## src/stq_pkg.sv

```systemverilog
// ============================================================================
// stq_pkg
// Shared types and constants of the sorted timer queue core.
// ============================================================================
package stq_pkg;

    localparam int unsigned TIME_W   = 64;
    localparam int unsigned HANDLE_W = 16;
    localparam int unsigned PERIOD_W = 32;

    localparam logic [PERIOD_W-1:0] PERIOD_RESET = 32'd312500;

    // remainder unit: bits retired per cycle
    localparam int unsigned REM_BITS  = 2;
    localparam int unsigned REM_STEPS = TIME_W / REM_BITS;
    localparam int unsigned REM_CW    = $clog2(REM_STEPS);

    localparam logic [1:0] KIND_EXPIRED = 2'd0;
    localparam logic [1:0] KIND_COMPARE = 2'd1;
    localparam logic [1:0] KIND_ADDED   = 2'd2;
    localparam logic [1:0] KIND_FULL    = 2'd3;

    localparam logic ACTION_ADD   = 1'b0;
    localparam logic ACTION_CHECK = 1'b1;

    typedef struct packed {
        logic                action;
        logic [TIME_W-1:0]   now;
        logic [TIME_W-1:0]   duration;
        logic [HANDLE_W-1:0] handle;
    } t_in_word;

    typedef struct packed {
        logic [1:0]          kind;
        logic [HANDLE_W-1:0] expired_handle;
        logic [TIME_W-1:0]   compare_value;
        logic                heartbeat;
        logic                last;
    } t_out_word;

    typedef enum logic [1:0] {
        EMIT_NONE    = 2'd0,
        EMIT_ADD     = 2'd1,
        EMIT_EXPIRED = 2'd2,
        EMIT_FINAL   = 2'd3
    } t_emit;

    typedef struct packed {
        logic  load;
        logic  insert;
        logic  pop;
        logic  div_start;
        logic  nb_update;
        t_emit emit;
    } t_dp_cmd;

    typedef struct packed {
        logic full;
        logic head_due;
        logic beat_due;
        logic div_done;
        logic out_free;
    } t_dp_status;

endpackage

```

## src/stq_ctrl.sv

```systemverilog
// ============================================================================
// stq_ctrl
// Sequencer for add and check words of the timer queue.
// ============================================================================
module stq_ctrl
    import stq_pkg::*;
(
    input  logic       i_clk,
    input  logic       i_rst_n,
    input  logic       i_in_valid,
    input  logic       i_action,
    output logic       o_in_ready,
    output t_dp_cmd    o_cmd,
    input  t_dp_status i_status
);

    typedef enum logic [4:0] {
        S_IDLE = 5'b00001,
        S_ADD  = 5'b00010,
        S_POP  = 5'b00100,
        S_DIV  = 5'b01000,
        S_FIN  = 5'b10000
    } t_state;

    t_state r_state;
    t_state n_state;

    always_comb begin
        n_state    = r_state;
        o_cmd      = '0;
        o_cmd.emit = EMIT_NONE;
        o_in_ready = 1'b0;
        case (r_state)
            S_IDLE: begin
                o_in_ready = 1'b1;
                if (i_in_valid) begin
                    o_cmd.load = 1'b1;
                    n_state    = (i_action == ACTION_CHECK) ? S_POP : S_ADD;
                end
            end
            S_ADD: begin
                if (i_status.out_free) begin
                    o_cmd.emit   = EMIT_ADD;
                    o_cmd.insert = !i_status.full;
                    n_state      = S_IDLE;
                end
            end
            S_POP: begin
                if (i_status.head_due) begin
                    if (i_status.out_free) begin
                        o_cmd.emit = EMIT_EXPIRED;
                        o_cmd.pop  = 1'b1;
                    end
                end else if (i_status.beat_due) begin
                    o_cmd.div_start = 1'b1;
                    n_state         = S_DIV;
                end else begin
                    n_state = S_FIN;
                end
            end
            S_DIV: begin
                if (i_status.div_done) begin
                    o_cmd.nb_update = 1'b1;
                    n_state         = S_FIN;
                end
            end
            S_FIN: begin
                if (i_status.out_free) begin
                    o_cmd.emit = EMIT_FINAL;
                    n_state    = S_IDLE;
                end
            end
            default: begin
                n_state = S_IDLE;
            end
        endcase
    end

    always_ff @(posedge i_clk) begin
        if (!i_rst_n) begin
            r_state <= S_IDLE;
        end else begin
            r_state <= n_state;
        end
    end

endmodule

```

## config.mk

```make
export PLATFORM = sky130hd
export DESIGN_NAME = stq_ctrl
export DESIGN_NICKNAME = d
export VERILOG_FILES = /design/src/stq_pkg.sv /design/src/stq_ctrl.sv
export SDC_FILE = /design/constraint.sdc
export NUM_CORES = 1
export LEC_CHECK = 0
export BUFFER_PORTS_ARGS = -buffer_cell sky130_fd_sc_hd__buf_4
export CAP_MARGIN = 0
export CORE_AREA = 2 2 39 41
export DETAILED_ROUTE_END_ITERATION = 10
export DIE_AREA = 0 0 41 43
export SYNTH_ARGS = -nofsm -noshare
export SYNTH_HDL_FRONTEND = slang
export SYNTH_SLANG_ARGS = --single-unit
```

## constraint.sdc

```tcl
create_clock -name i_clk -period 3.2 [get_ports i_clk]
set_input_delay 0.48 -clock i_clk [delete_from_list [all_inputs] [get_ports i_clk]]
set_output_delay 0.48 -clock i_clk [all_outputs]
set_load 0.01 [all_outputs]
```

==> results.cfg <==
[status]
status = complete, no violations

[routing]
avgViaCountPerCell = 5.466
wirelength_um = 1084
via_count = 481
dr_wl_met3_um = 67
detail_route.iter0.violations = 5
drcViolationCount = 0
top_layer = met4
m1WireLength_um = 518
first_pass_iters = 4
wl_per_cell_um = 12.32
ant_nets = 0
dr_wl_met2_um = 452

[yosys]
ys_seq_area_frac = 0.2286
synth_xor_xnor_area_share = 0.04000
avgSynthCellArea_um2 = 7.683
async_flop_share = 0
synth_commonest_cells = 6 x nor3_1, 5 x dfxtp_1, 5 x nor2_1
synth_mux_area_frac = 0.02571
synth.top_cell.area_share = 0.2286
synth_edf_count = 0
synthAdderAreaFrac = 0
yosys_register_bits = 5
synth_top_family_by_area = simple AND/OR/NAND/NOR gates
synth_area_um2 = 437.9
synth_cell_type_count = 33
syn-num-nets = 66
synth_area_leaders = dfxtp_1 23%, nor3_1 6.9%, nand4_1 4.3%
syn_inst = 57
yosysMostFrequentCell = nor3_1
synth_ff_type = dfxtp_1
yosysTopAreaCell = dfxtp_1
yosys_warnings = 0
synth-simple-area-share = 0.4171
synth-compound-area-share = 0.2000

[power]
p_total_mw = 0.2681
p_leak_nw = 0.2348
p_per_area_nw_per_um2 = 467.9
max-vdd-ir-drop_v = 0.0002301

[timing]
worstMarginPinSlew_ps = 440.2
rsz0062_at_grt = no
final-hold-violation-count = 0
period_share = 0.6571
finalSetupTns_ps = 0
period_needed_ps = 2103
timing.fmax_mhz = 475.5
finalSetupViolations = 0
fin_ws_ps = 1097
slew_violations = 0
slew_headroom = 0.7061
clock_skew_ps = 1.795

[setup_path]
cp.required_ps = 2720
crit_slowest_cell = dfxtp_1
cp.arrival_ps = 1620
cp.buffers_inverters = 1
path_max_fanout = 14
max_stage_delay_ps = 580
crit_chain = or3b_2, nor3_1, buf_4
crit_path_start_kind = flip-flop
crit_type = reg -> out
end_kind = output port
critPathTopFamily = simple AND/OR/NAND/NOR gates

[worst_hold_path]
min_path_type = in -> reg

[place]
port_buffers = 16
dp_hpwl_um = 771.8
pre_cts_slack_ps = 1375
place_congestion = 0.8126

[global_routing]
grt_pass1_vias = 396
grt-ovfl-total = 0
antenna_found_initial = 0
grt_pass1_wl_um = 1683
grtUsageTotal = 0.1487
grt_max_degree = 16

[final_layout]
areaGrowthSynthToFinish_pct = 30.86
fill_cells = 150
antennaDiodeCount = 0
reg.largest.list = r_state (5)
final_core_util = 0.4141
largest_reg_flops = 5
finalNetCount = 82
drive_above_1_share = 0.3056
regMostFlops = r_state

[clock_tree]
root_buffer = clkbuf_4
clk_pin_slew_worst_paths_ps = 50
clock_latency_ps = 250
cts_tree = yes
clk_path_buf_depth = 2
post_cts_buffers = 0
cts.sink_count = 5
htreeDepth = 1
numCtsBuffers = 3
cts_resized = 0
cts-hold-fix-buffers = 0

[die]
core_um2 = 1384
row_count = 14
die_area_um2 = 1763
die_w_um = 41
die_y_um = 43
io_pins = 17
floorplan.initialDensity = 0.3165

[job]
drv_cap = 0
==> through the flow <==
step / instance area (um^2) / std cells / hold WS (ps)
floorplan: 437.9 / 57 / 585.5
global placement: 546.8 / 84 / 644.8
detailed placement: 546.8 / 84 / 630.3
CTS: 573.1 / 88 / 475.2
global route: 573.1 / 88 / 471.0
finish: 573.1 / 88 / 472.3
==> logic make-up (layout without fill, tap and decap cells) <==
kind of cell              Yosys count  after routing
and+or+nand+nor                    30             30
AOI/OAI and AO/OA                  12             12
buffers and inverters               7             22
DFF                                 5              5
xor gates and xnor gates            2              2
muxes                               1              1
==> where the power goes <==
| group | switching (mW) | internal [mW] | total, mW | leakage [nW] |
|---|---|---|---|---|
| Clock | 0.0312 | 0.0475 | 0.0787 | 0.0150 |
| Combinational | 0.0450 | 0.0536 | 0.0986 | 0.179 |
| Sequential | 0.0204 | 0.0705 | 0.0908 | 0.0409 |
==> cell usage in the layout (no fill, tap or decap), types with 3 or more instances in the layout <==
cell	count
buf_4	16
nor3_1	6
nor2_1	5
dfxtp_1	5
nand2_1	3
nand4_1	3
clkbuf_4	3
==> cell type report <==
class / instances / area [um^2] / share of cell area
clock buffers: 4 / 26.28 / 0.04585
multi-input cells: 45 / 299.0 / 0.5218
repair buffers: 16 / 120.1 / 0.2096
well taps: 16 / 20.02 / 0.03493
flip-flops and latches: 5 / 100.1 / 0.1747
inverters: 2 / 7.507 / 0.01310
==> path summary, 6_finish.rpt <==
kind | slack (ps) | to | depth (start not counted) | startpoint
setup / recovery | 1100 | o_cmd[5] | 3 | r_state[1]
hold / removal | 470 | r_state[1] | 2 | i_rst_n
setup reg to reg | 1530 | r_state[2] | 3 | r_state[2]
hold reg to reg | 640 | r_state[4] | 2 | r_state[4]
==> routing by layer <==
layer,vias to the layer above,track usage
li1,245,-
met1,213,0.1806
met2,19,0.1938
met3,4,0.03141
met4,0,0.1600
met5,-,0
Note: power is estimated with default switching activity, not from simulation.
